==> src/design/sfb_pkg.sv <==
// ----------------------------------------------------------------------------
// sfb_pkg: shared types and constants of the stuffed parameter frame builder
// Item layouts, command and status codes, register indexes, kind tables.
// ----------------------------------------------------------------------------
package sfb_pkg;

	localparam int EMIT_MAX        = 13;	// longest byte list one command emits
	localparam int EMIT_CW         = 4;	// width of a count over that list
	localparam int KIND_COUNT      = 10;
	localparam int TRAILER_RESERVE = 6;	// two doubled length bytes plus trailer
	localparam int HEAD_BYTES      = 4;

	typedef enum logic [1:0] {
		CMD_BEGIN = 2'd0,
		CMD_ADD   = 2'd1,
		CMD_END   = 2'd2,
		CMD_READ  = 2'd3
	} cmd_code_t;

	typedef enum logic [1:0] {
		STAT_OK      = 2'd0,
		STAT_DROPPED = 2'd1,
		STAT_EMPTY   = 2'd2
	} stat_code_t;

	typedef enum logic [1:0] {
		REG_CONTROL_CHAR = 2'd0,
		REG_FRAME_START  = 2'd1,
		REG_FRAME_END    = 2'd2,
		REG_PARAM_START  = 2'd3
	} reg_index_t;

	typedef struct packed {
		logic [1:0]  command;
		logic [3:0]  param_kind;
		logic [15:0] param_index;
		logic [63:0] param_value;
	} cmd_item_t;

	typedef struct packed {
		logic [7:0]  read_byte;
		logic [15:0] frame_length;
		logic [1:0]  status;
		logic        last_byte;
	} rsp_item_t;

	// byte list handed to the emitter
	typedef struct packed {
		logic [EMIT_MAX-1:0][7:0] bytes;
		logic [EMIT_MAX-1:0]      stuff;
		logic [EMIT_CW-1:0]       count;
	} emit_load_t;

	// one store write per cycle from the emitter
	typedef struct packed {
		logic       valid;
		logic [7:0] data;
		logic       last;
	} emit_out_t;

	function automatic logic [7:0] kind_code(input logic [3:0] kind);
		logic [7:0] code;
		case (kind)
			4'd0:    code = 8'h11;
			4'd1:    code = 8'h12;
			4'd2:    code = 8'h21;
			4'd3:    code = 8'h22;
			4'd4:    code = 8'h41;
			4'd5:    code = 8'h42;
			4'd6:    code = 8'h43;
			4'd7:    code = 8'h81;
			4'd8:    code = 8'h82;
			4'd9:    code = 8'h83;
			default: code = 8'h00;
		endcase
		return code;
	endfunction

	function automatic logic [3:0] kind_nbytes(input logic [3:0] kind);
		logic [3:0] nb;
		case (kind)
			4'd0, 4'd1:       nb = 4'd1;
			4'd2, 4'd3:       nb = 4'd2;
			4'd4, 4'd5, 4'd6: nb = 4'd4;
			4'd7, 4'd8, 4'd9: nb = 4'd8;
			default:          nb = 4'd0;
		endcase
		return nb;
	endfunction

endpackage

==> src/design/sfb_emitter.sv <==
// ----------------------------------------------------------------------------
// sfb_emitter: byte stuffing sequencer
// Steps through a loaded byte list, one store write a cycle, and writes a
// byte twice when it is marked for stuffing and equals the control char.
// ----------------------------------------------------------------------------
module sfb_emitter (
	input  logic                clk,
	input  logic                arst_n,
	input  logic                load,
	input  sfb_pkg::emit_load_t load_data,
	input  logic [7:0]          ctrl_char,
	output sfb_pkg::emit_out_t  emit
);
	logic [sfb_pkg::EMIT_MAX-1:0][7:0] bytes_q;
	logic [sfb_pkg::EMIT_MAX-1:0]      stuff_q;
	logic [sfb_pkg::EMIT_CW-1:0]       count_q;
	logic [sfb_pkg::EMIT_CW-1:0]       idx_q;
	logic                              dup_q;
	logic                              busy_q;
	logic [7:0]                        cur;
	logic                              dbl;
	logic                              hold;

	// shared compare: one byte against the control char each cycle
	always_comb begin
		cur       = bytes_q[idx_q];
		dbl       = stuff_q[idx_q] && (cur == ctrl_char);
		hold      = dbl && !dup_q;
		emit.valid = busy_q;
		emit.data  = cur;
		emit.last  = busy_q && !hold && (idx_q == (count_q - sfb_pkg::EMIT_CW'(1)));
	end

	always_ff @(posedge clk or negedge arst_n) begin
		if (!arst_n) begin
			bytes_q <= '0;
			stuff_q <= '0;
			count_q <= '0;
			idx_q   <= '0;
			dup_q   <= 1'b0;
			busy_q  <= 1'b0;
		end else if (load) begin
			bytes_q <= load_data.bytes;
			stuff_q <= load_data.stuff;
			count_q <= load_data.count;
			idx_q   <= '0;
			dup_q   <= 1'b0;
			busy_q  <= 1'b1;
		end else if (busy_q) begin
			if (hold) begin
				dup_q <= 1'b1;
			end else begin
				dup_q <= 1'b0;
				idx_q <= idx_q + sfb_pkg::EMIT_CW'(1);
				if (emit.last) begin
					busy_q <= 1'b0;
				end
			end
		end
	end
endmodule

==> config.mk <==
export PLATFORM = sky130hd
export DESIGN_NAME = sfb_emitter
export DESIGN_NICKNAME = d
export VERILOG_FILES = /design/src/design/sfb_pkg.sv /design/src/design/sfb_emitter.sv
export SDC_FILE = /design/constraint.sdc
export NUM_CORES = 1
export LEC_CHECK = 0
export BUFFER_PORTS_ARGS = -buffer_cell sky130_fd_sc_hd__buf_2
export CAP_MARGIN = 20
export CORE_ASPECT_RATIO = 1.5
export CORE_UTILIZATION = 45
export DETAILED_ROUTE_END_ITERATION = 8
export PLACE_DENSITY = 0.71
export SLEW_MARGIN = 20
export SYNTH_ARGS = -nofsm -noshare
export SYNTH_HDL_FRONTEND = slang
export SYNTH_SLANG_ARGS = --single-unit
==> constraint.sdc <==
create_clock -name clk -period 2.5 [get_ports clk]
set_input_delay 0.5 -clock clk [delete_from_list [all_inputs] [get_ports clk]]
set_output_delay 0.5 -clock clk [all_outputs]
set_load 0.02 [all_outputs]
==> flow_summary_export.csv, run 1 <==
group,metric,value,unit
outcome,status,"finished with violations",
outcome,failed_checks,"setup timing",
sta,fmax,0.297,GHz
synthesis,netlist_area,6310,um2
sta,hold_violations,0,
pwr,p_total,6.90,mW
placed_design,gp_congestion,0.896,
run,maxCapViolCount,0,
floorplan,coreArea,13600,um2
synthesis,avgSynthCellArea,13.3,um2
sta,final.setup.worst_slack,-0.863,ns
synthesis,synth-edff-count,0,
detailed_routing,wl_per_cell,19.9,um
sta,fin_crit,3.36,ns
pwr,p_sw,2.03,mW
grt,grt_pass1_wl,26600,um
layout,fin_util,0.644,
synthesis,synth_cell_types,59,
pwr,seqPwrFrac,0.348,
detailed_routing,drt.antenna.violating_nets,0,
grt,overflow,0,
layout,final_common_cell,"buf_2",
clock_network,cts_tree,"yes",
grt,antenna_found_initial,1,
detailed_routing,dr.pass1.iters,5,
pwr,p_leak,3.81,nW
placed_design,dp_hpwl,12200,um
synthesis,synth_ff_type,"dfrtp_1",
pwr,powerDensity,788,nW/um2
layout,mostFrequentLayoutCells,"buf_2 (131), dfrtp_1 (124), mux2_2 (120), buf_4 (52), mux2i_1 (25)",
clock_network,cts_hold_buf,0,
detailed_routing,viasPerCell,5.62,
setup_path,crit_type,"register to primary output",
synthesis,yosys-top-cells-area,"dfrtp_1 (50%), mux2_2 (22%), mux2i_1 (4.6%)",
sta,rsz0062_at_grt,"yes",
clock_network,clkTransAtPathRegs,0.06,ns
grt,first_global_vias,5141,
setup_path,arrival,2.86,ns
pwr,p_comb_frac,0.284,
detailed_routing,via_count,4778,
synthesis,syn-instance-count,475,
synthesis,yosys.area.top_type,"dfrtp_1",
pwr,clock_power_share,0.368,
hold_path,hold_path.class,"input pin to asynchronous set/reset pin",
setup_path,cp.required,2.00,ns
floorplan,fp.dieArea,14500,um2
sta,slew_viol_final,0,
sta,setup_viol,14,
placed_design,dp_slack,-0.452,ns
sta,slew_headroom,0.645,
floorplan,die_y,147,um
floorplan,io_pins,142,
sta,finalCritPeriodShare,1.35,
clock_network,cts_root_buf,"clkbuf_16",
setup_path,crit_fanout,5,
sta,worst_pin_slew,0.533,ns
synthesis,synthArstFlopShare,1.00,
detailed_routing,wirelength,16900,um
sta,fin_skew,0.00919,ns
synthesis,yosysTopAreaCellShare,0.504,
placed_design,placement.io_buffers,141,
clock_network,htreeDepth,4,
synthesis,seq_area_frac_synth,0.504,
grt,grt_max_degree,54,
clock_network,clk_path_buf_depth,2,
layout,area_growth,38.8,%
pwr,swShare,0.294,
layout,drive_above_1_share,0.629,
synthesis,synth_warnings,0,
setup_path,startpoint_type,"register",
clock_network,cts_inserted_buffers,17,
pwr,irDropWorstVdd,0.433,mV
setup_path,cp-end-kind,"primary output",
detailed_routing,initialDrtViolationCount,201,
floorplan,fp-row-count,52,
grt,track_usage,0.242,
clock_network,clk_latency,0.41,ns
floorplan,die_w,98.7,um
pwr,p_int,4.87,mW
floorplan,start_util,0.464,
synthesis,ys_ff_latch,127,
clock_network,cts.sinks,127,
layout,fin_nets,808,
detailed_routing,drc,0,
synthesis,synth_nets,609,
## area by class of cell
class / count / area [um2]
fillers: 978 / 4840
multi-input cells: 310 / 3290
flip-flops and latches: 127 / 3180
repair buffers: 212 / 1450
clock buffers: 17 / 425
well taps: 162 / 203
clock inverters: 15 / 183
inverters: 6 / 22.5
diodes: 1 / 2.50
## worst max-delay path, stage by stage, from the launching register on
cell and delay, ns:
dfrtp_2 0.46, buf_12 0.16, nor2_1 0.28, and3_1 0.28, buf_4 0.14, o31a_1 0.18
o221ai_4 0.14, o41ai_2 0.36, o22ai_2 0.15, and3_4 0.17, buf_6 0.12
## cells in the mapped netlist, types with 6 or more instances
library cell  count
mux2_2          121
clkbuf_1         19
mux4_2            6
nor2_1           22
mux2i_1          29
a21oi_1           8
nand2_1          15
dfrtp_1         127
o21ai_0          14
buf_2             8
xnor2_1          11
mux4_1            7
## repair_timing
item | 4_1_cts | 5_1_grt
endpoints found under the hold margin | 0 | 0
setup endpoints to repair | 14 | 15
cloned | 0 | 1
buffers inserted | 2 | 9
pin swaps | 1 | 16
gates resized for setup | 35 | 68
## final timing paths
| check | start | to | slack [ns] | depth (start not counted) |
|---|---|---|---|---|
| max | idx_q[3]$_DFFE_PN0P_ | emit[0] | -0.86 | 10 |
| min | arst_n | bytes_q[77]$_DFFE_PN0P_ | 0.02 | 1 |
| max reg2reg | idx_q[0]$_DFFE_PN0P_ | idx_q[2]$_DFFE_PN0P_ | -0.38 | 9 |
| min reg2reg | bytes_q[37]$_DFFE_PN0P_ | bytes_q[37]$_DFFE_PN0P_ | 0.51 | 1 |
| max in group asynchronous | arst_n | bytes_q[29]$_DFFE_PN0P_ | 1.82 | 2 |
| min in group clk | load_data[0] | count_q[0]$_DFFE_PN0P_ | 0.30 | 3 |
## flip-flops by register name, summed over array words and instances, names as in the netlist
name,flops
idx_q,4
stuff_q,13
count_q,4
busy_q,1
bytes_q,104
dup_q,1
## metrics by stage
step	TNS [ns]	area [um2]	hold slack, ns	cells
2_1_floorplan	-0.394	6310	0.204	475
3_3_place_gp	-0.919	7600	0.451	807
3_5_place_dp	-1.24	7600	0.457	807
4_1_cts	-2.70	8370	0.0132	841
5_1_grt	-3.89	8750	0.0279	850
6_report	-3.04	8750	0.0171	850
## routing by layer
metal	track usage	wire, um	vias to the layer above
met3	0.0476	667	41
met1	0.297	6790	2415
met2	0.414	8990	165
met4	0.105	494	0
met5	0	0	-
li1	-	-	2157
## cells by family after synthesis
kind of cell,Yosys count,share of synthesized area
xor gates and xnor gates,13,0.0181
AOI/OAI and AO/OA,56,0.0643
adders and majority gates,2,0.00397
muxes,165,0.317
DFF,127,0.504
and+or+nand+nor,74,0.0641
buffers and inverters,38,0.0290
## power groups by stage
stage	sequential [mW]	clock, mW	combinational, mW
global placement	2.42	0	1.50
global route	2.43	2.66	2.08
floorplan	2.37	0	0.949
finish	2.40	2.54	1.96
detailed placement	2.43	0	1.54
CTS	2.40	2.58	1.69
Power figures use the tool's default switching activity.
==> inputs of run 2 (changes only) <==
--- a/config.mk
+++ b/config.mk
@@ -10,6 +10,7 @@
 export CORE_ASPECT_RATIO = 1.5
 export CORE_UTILIZATION = 45
 export DETAILED_ROUTE_END_ITERATION = 8
+export GPL_TIMING_DRIVEN = 0
 export PLACE_DENSITY = 0.71
 export SLEW_MARGIN = 20
 export SYNTH_ARGS = -nofsm -noshare
==> flow_summary_export.csv, run 2 (synthesized netlist as in run 1, its figures left out) <==
group,metric,value,unit
clock_network,cts_root_buf,"clkbuf_16",
detailed_routing,wl_per_cell,21.5,um
layout,fin_area,8610,um2
detailed_routing,drc,0,
floorplan,io_pins,142,
setup_path,crit_type,"register to primary output",
hold_path,hold_path.class,"input pin to asynchronous set/reset pin",
layout,final_common_cell,"buf_2",
layout,area_growth,36.5,%
layout,fin_nets,797,
setup_path,cp-end-kind,"primary output",
floorplan,fp.dieArea,14500,um2
clock_network,clk_path_buf_depth,2,
pwr,p_leak,3.75,nW
placed_design,placement.io_buffers,140,
clock_network,cts_tree,"yes",
clock_network,cts_inserted_buffers,17,
setup_path,startpoint_type,"register",
setup_path,arrival,2.94,ns
sta,rsz0062_at_grt,"yes",
detailed_routing,initialDrtViolationCount,303,
grt,first_global_vias,5239,
run,maxCapViolCount,0,
clock_network,clk_latency,0.41,ns
sta,holdWs,0.0985,ns
pwr,irDropWorstVdd,0.537,mV
pwr,powerDensity,800,nW/um2
layout,antenna-diode-count,0,
clock_network,htreeDepth,4,
setup_path,cp.required,2.00,ns
floorplan,coreArea,13600,um2
sta,slew_headroom,0.474,
floorplan,start_util,0.464,
grt,overflow,0,
grt,track_usage,0.262,
grt,grt_max_degree,74,
placed_design,dp_hpwl,12700,um
sta,fin_crit,3.44,ns
sta,setup_viol,15,
sta,final.setup.worst_slack,-0.939,ns
placed_design,placed_area,7250,um2
layout,drive_above_1_share,0.604,
sta,fin_skew,0.00664,ns
layout,largest_reg_flops,104,
detailed_routing,via_count,4822,
layout,mostFrequentLayoutCells,"buf_2 (133), dfrtp_1 (126), mux2_2 (121), buf_4 (22), mux2i_1 (21)",
sta,tns,-4.34,ns
detailed_routing,dr.pass1.iters,4,
sta,finalCritPeriodShare,1.38,
sta,worst_pin_slew,0.789,ns
detailed_routing,drt.antenna.violating_nets,0,
detailed_routing,viasPerCell,5.76,
floorplan,fp-row-count,52,
layout,final_cells,837,
outcome,status,"finished with violations",
floorplan,die_w,98.7,um
layout,registers.top_by_ff_count,"bytes_q",
placed_design,dp_cells,778,
outcome,failed_checks,"setup timing",
setup_path,crit_fanout,5,
floorplan,die_y,147,um
detailed_routing,wirelength,18000,um
placed_design,gp_congestion,0.915,
sta,slew_viol_final,0,
sta,hold_violations,0,
clock_network,clkTransAtPathRegs,0.06,ns
clock_network,cts.sinks,127,
grt,grt_pass1_wl,28200,um
grt,antenna_found_initial,1,
sta,fmax,0.291,GHz
layout,reg_top3,"bytes_q x104, stuff_q x13",
[run 2: changes by cell type in the layout (fill, tap and decap cells not counted), moves of 3 or more]
cell,before,now
mux2i_1,25,21
clkbuf_8,0,3
inv_6,5,0
buf_4,52,22
nor2_4,1,4
clkbuf_2,0,4
clkbuf_1,0,16
mux2i_2,4,8
buf_6,21,15
[run 2: routing by layer]
metal	part of all wire	GRT usage	wire, um
met5	0.00061	0	11
met4	0.036	0.125	643
met3	0.062	0.0642	1120
met2	0.53	0.448	9470
met1	0.38	0.310	6770
[run 2: worst max-delay path, stage by stage, from the launching register on]
cell and delay [ns]:
dfrtp_2 0.46, buf_12 0.16, buf_6 0.12, mux4_2 0.36, o22ai_1 0.13, a2111oi_4 0.40, o2111ai_2 0.21, nor4_4 0.28
o22ai_2 0.12, and3_4 0.17, buf_6 0.12
[run 2: final cells by class]
type                       count  area, um2
fill                         998       4990
tap                          162        203
inverter                       6       22.5
clock buffer                  21        470
buffer                        32        236
sequential                   127       3180
timing repair buffer         169       1100
multi-input combinational    310       3260
clock inverter                10        136
[run 2: timing repair]
action / in CTS / in global routing
endpoints found under the setup margin: 15 / 15
buffers inserted: 19 / 8
gates resized for setup: 96 / 31
gates cloned: 3 / 0
pin swaps: 15 / 18
hold buffers: 0 / 0
[run 2: worst paths after layout]
kind | start | endpoint | slack, ns | cells after the start
setup / recovery | idx_q[0]$_DFFE_PN0P_ | emit[0] | -0.94 | 10
hold / removal | arst_n | bytes_q[76]$_DFFE_PN0P_ | 0.1 | 1
setup reg to reg | idx_q[0]$_DFFE_PN0P_ | idx_q[2]$_DFFE_PN0P_ | -0.38 | 9
hold reg to reg | stuff_q[5]$_DFFE_PN0P_ | stuff_q[5]$_DFFE_PN0P_ | 0.50 | 1
max in group asynchronous | arst_n | bytes_q[34]$_DFFE_PN0P_ | 1.68 | 2
min in group clk | load_data[83] | bytes_q[66]$_DFFE_PN0P_ | 0.32 | 2
[run 2: report_power, final]
part / internal, mW / switching [mW] / total (mW)
sequential: 2.27 / 0.127 / 2.39
combinational: 1.00 / 0.957 / 1.96
clock: 1.64 / 0.900 / 2.54
[run 2: through the flow]
step,utilization,total power [mW],setup slack [ns]
after floorplan,-,3.32,-0.315
after global placement,0.531,3.78,-0.791
after detailed placement,0.533,3.83,-0.799
after CTS,0.622,6.79,-0.912
after global routing,0.633,7.14,-0.996
final,0.633,6.89,-0.939
==> inputs of run 3 (changes only) <==
--- a/config.mk
+++ b/config.mk
@@ -5,6 +5,7 @@
 export SDC_FILE = /design/constraint.sdc
 export NUM_CORES = 1
 export LEC_CHECK = 0
+export ABC_AREA = 1
 export BUFFER_PORTS_ARGS = -buffer_cell sky130_fd_sc_hd__buf_2
 export CAP_MARGIN = 20
 export CORE_ASPECT_RATIO = 1.5
==> flow_summary_export.csv, run 3 <==
group,metric,value,unit
setup_path,arrival,2.43,ns
layout,final_cells,1189,
sta,fin_skew,0.00521,ns
grt,first_global_vias,6218,
setup_path,cp.required,2.00,ns
synthesis,synth_warnings,0,
layout,reg_top3,"bytes_q x104, stuff_q x13",
clock_network,cts_tree,"yes",
detailed_routing,drt.antenna.violating_nets,0,
floorplan,die_y,147,um
placed_design,dp_slack,-0.218,ns
grt,overflow,0,
placed_design,dp_cells,1140,
detailed_routing,via_count,6281,
detailed_routing,wirelength,21100,um
placed_design,gp_congestion,0.944,
floorplan,fp.dieArea,14600,um2
pwr,p_total,7.06,mW
synthesis,yosys-top-cells-area,"dfrtp_1 (50%), nand2_1 (20%), o21ai_0 (6.2%)",
outcome,status,"finished with violations",
synthesis,synth_cell_types,33,
grt,grt_max_degree,70,
synthesis,synthArstFlopShare,1.00,
synthesis,synth_nets,971,
layout,mostFrequentLayoutCells,"nand2_1 (315), buf_2 (136), dfrtp_1 (126), inv_1 (82), o21ai_0 (78)",
layout,area_growth,34.1,%
synthesis,synth_ff_type,"dfrtp_1",
sta,fin_crit,2.93,ns
detailed_routing,dr.pass1.iters,7,
layout,largest_reg_flops,104,
synthesis,ys_ff_latch,127,
detailed_routing,drc,0,
grt,track_usage,0.296,
run,maxCapViolCount,0,
sta,worst_pin_slew,0.768,ns
setup_path,crit_fanout,8,
detailed_routing,viasPerCell,5.28,
clock_network,htreeDepth,4,
floorplan,fp-row-count,52,
floorplan,die_w,98.9,um
placed_design,dp_hpwl,14400,um
floorplan,coreArea,13600,um2
synthesis,synth_common_cells,"nand2_1 (340), dfrtp_1 (127), inv_1 (84)",
clock_network,clkTransAtPathRegs,0.06,ns
clock_network,clk_latency,0.42,ns
floorplan,io_pins,142,
clock_network,cts_inserted_buffers,17,
sta,finalCritPeriodShare,1.17,
synthesis,avgSynthCellArea,7.57,um2
grt,grt_pass1_wl,32000,um
detailed_routing,initialDrtViolationCount,440,
detailed_routing,wl_per_cell,17.8,um
setup_path,crit_type,"register to primary output",
synthesis,yosys.area.top_type,"dfrtp_1",
synthesis,synth_most_common_cell,"nand2_1",
grt,antenna_found_initial,0,
layout,final_common_cell,"nand2_1",
floorplan,start_util,0.466,
synthesis,synth-edff-count,0,
synthesis,netlist_area,6330,um2
sta,tns,-0.786,ns
setup_path,startpoint_type,"register",
layout,fin_nets,1153,
hold_path,hold_path.class,"input pin to asynchronous set/reset pin",
layout,antenna-diode-count,0,
setup_path,cp-end-kind,"primary output",
sta,slew_viol_final,0,
clock_network,clk_path_buf_depth,2,
sta,rsz0062_at_grt,"yes",
synthesis,seq_area_frac_synth,0.502,
placed_design,placement.io_buffers,140,
layout,registers.top_by_ff_count,"bytes_q",
synthesis,yosysTopAreaCellShare,0.502,
sta,setup_viol,3,
sta,fmax,0.341,GHz
pwr,powerDensity,832,nW/um2
synthesis,syn-instance-count,837,
clock_network,cts_hold_buf,0,
outcome,failed_checks,"setup timing",
sta,slew_headroom,0.488,
sta,final.setup.worst_slack,-0.433,ns
clock_network,cts.sinks,127,
pwr,p_leak,4.48,nW
sta,hold_violations,0,
pwr,irDropWorstVdd,0.506,mV
clock_network,cts_root_buf,"clkbuf_16",
layout,drive_above_1_share,0.291,
==> run 3: report_power, final <==
| group | switching [mW] | internal, mW |
|---|---|---|
| Clock | 0.876 | 1.44 |
| Sequential | 0.0987 | 2.25 |
| Combinational | 1.44 | 0.964 |
==> run 3: repair_timing <==
action / 4_1_cts / 5_1_grt
gates resized for setup: 70 / 52
setup endpoints to repair: 6 / 4
cloned: 5 / 1
pin swaps: 23 / 34
setup buffers: 11 / 6
==> run 3: per-stage QoR <==
stage / utilization / hold slack (ns) / area [um2]
floorplan: - / 0.204 / 6330
global placement: 0.532 / 0.451 / 7240
detailed placement: 0.535 / 0.455 / 7270
CTS: 0.606 / 0.0706 / 8240
global route: 0.624 / 0.0932 / 8490
finish: 0.624 / 0.0504 / 8490
==> run 3: worst paths after layout <==
path,startpoint,end,slack [ns],depth (start not counted)
min in group clk,load_data[105],bytes_q[88]$_DFFE_PN0P_,0.27,3
max,idx_q[0]$_DFFE_PN0P_,emit[0],-0.43,14
max reg2reg,idx_q[0]$_DFFE_PN0P_,idx_q[2]$_DFFE_PN0P_,0.16,16
max in group asynchronous,arst_n,idx_q[1]$_DFFE_PN0P_,1.69,2
min reg2reg,bytes_q[4]$_DFFE_PN0P_,bytes_q[4]$_DFFE_PN0P_,0.47,2
min,arst_n,bytes_q[6]$_DFFE_PN0P_,0.05,1
==> run 3: area by class of cell <==
cell class / instances / area [um2]
tap: 162 / 203
sequential: 127 / 3180
multi-input combinational: 570 / 2820
fill: 1180 / 5110
inverter: 88 / 343
clock buffer: 21 / 480
timing repair buffer: 163 / 1010
buffer: 52 / 384
clock inverter: 6 / 62.6
==> run 3: metal layers <==
layer / track usage / routed length (um) / vias up
met1: 0.342 / 8160 / 2955
met3: 0.0566 / 1270 / 72
met4: 0.157 / 1030 / 0
met5: 0 / 0 / -
li1: - / - / 2983
met2: 0.516 / 10700 / 271
==> run 3: kinds of logic after synthesis <==
group / after synthesis / synth area share
buffers and inverters: 140 / 0.0968
XOR/XNOR: 3 / 0.00415
flip-flops: 127 / 0.502
adder cells (fa/ha/maj): 2 / 0.00395
AND/OR/NAND/NOR: 436 / 0.285
AO/OA/AOI/OAI: 129 / 0.108
==> run 3: worst max-delay path, stage by stage, from the launching register on <==
cell and delay, ns:
dfrtp_1 0.41, buf_6 0.19, clkinv_8 0.11, buf_8 0.15
a21oi_1 0.13, o21ai_1 0.10, nand3_1 0.11, nand3_2 0.12
nand3_2 0.10, o21ai_2 0.05, nor2_2 0.17, nand3_4 0.12
nand3_4 0.08, inv_2 0.04, buf_6 0.12
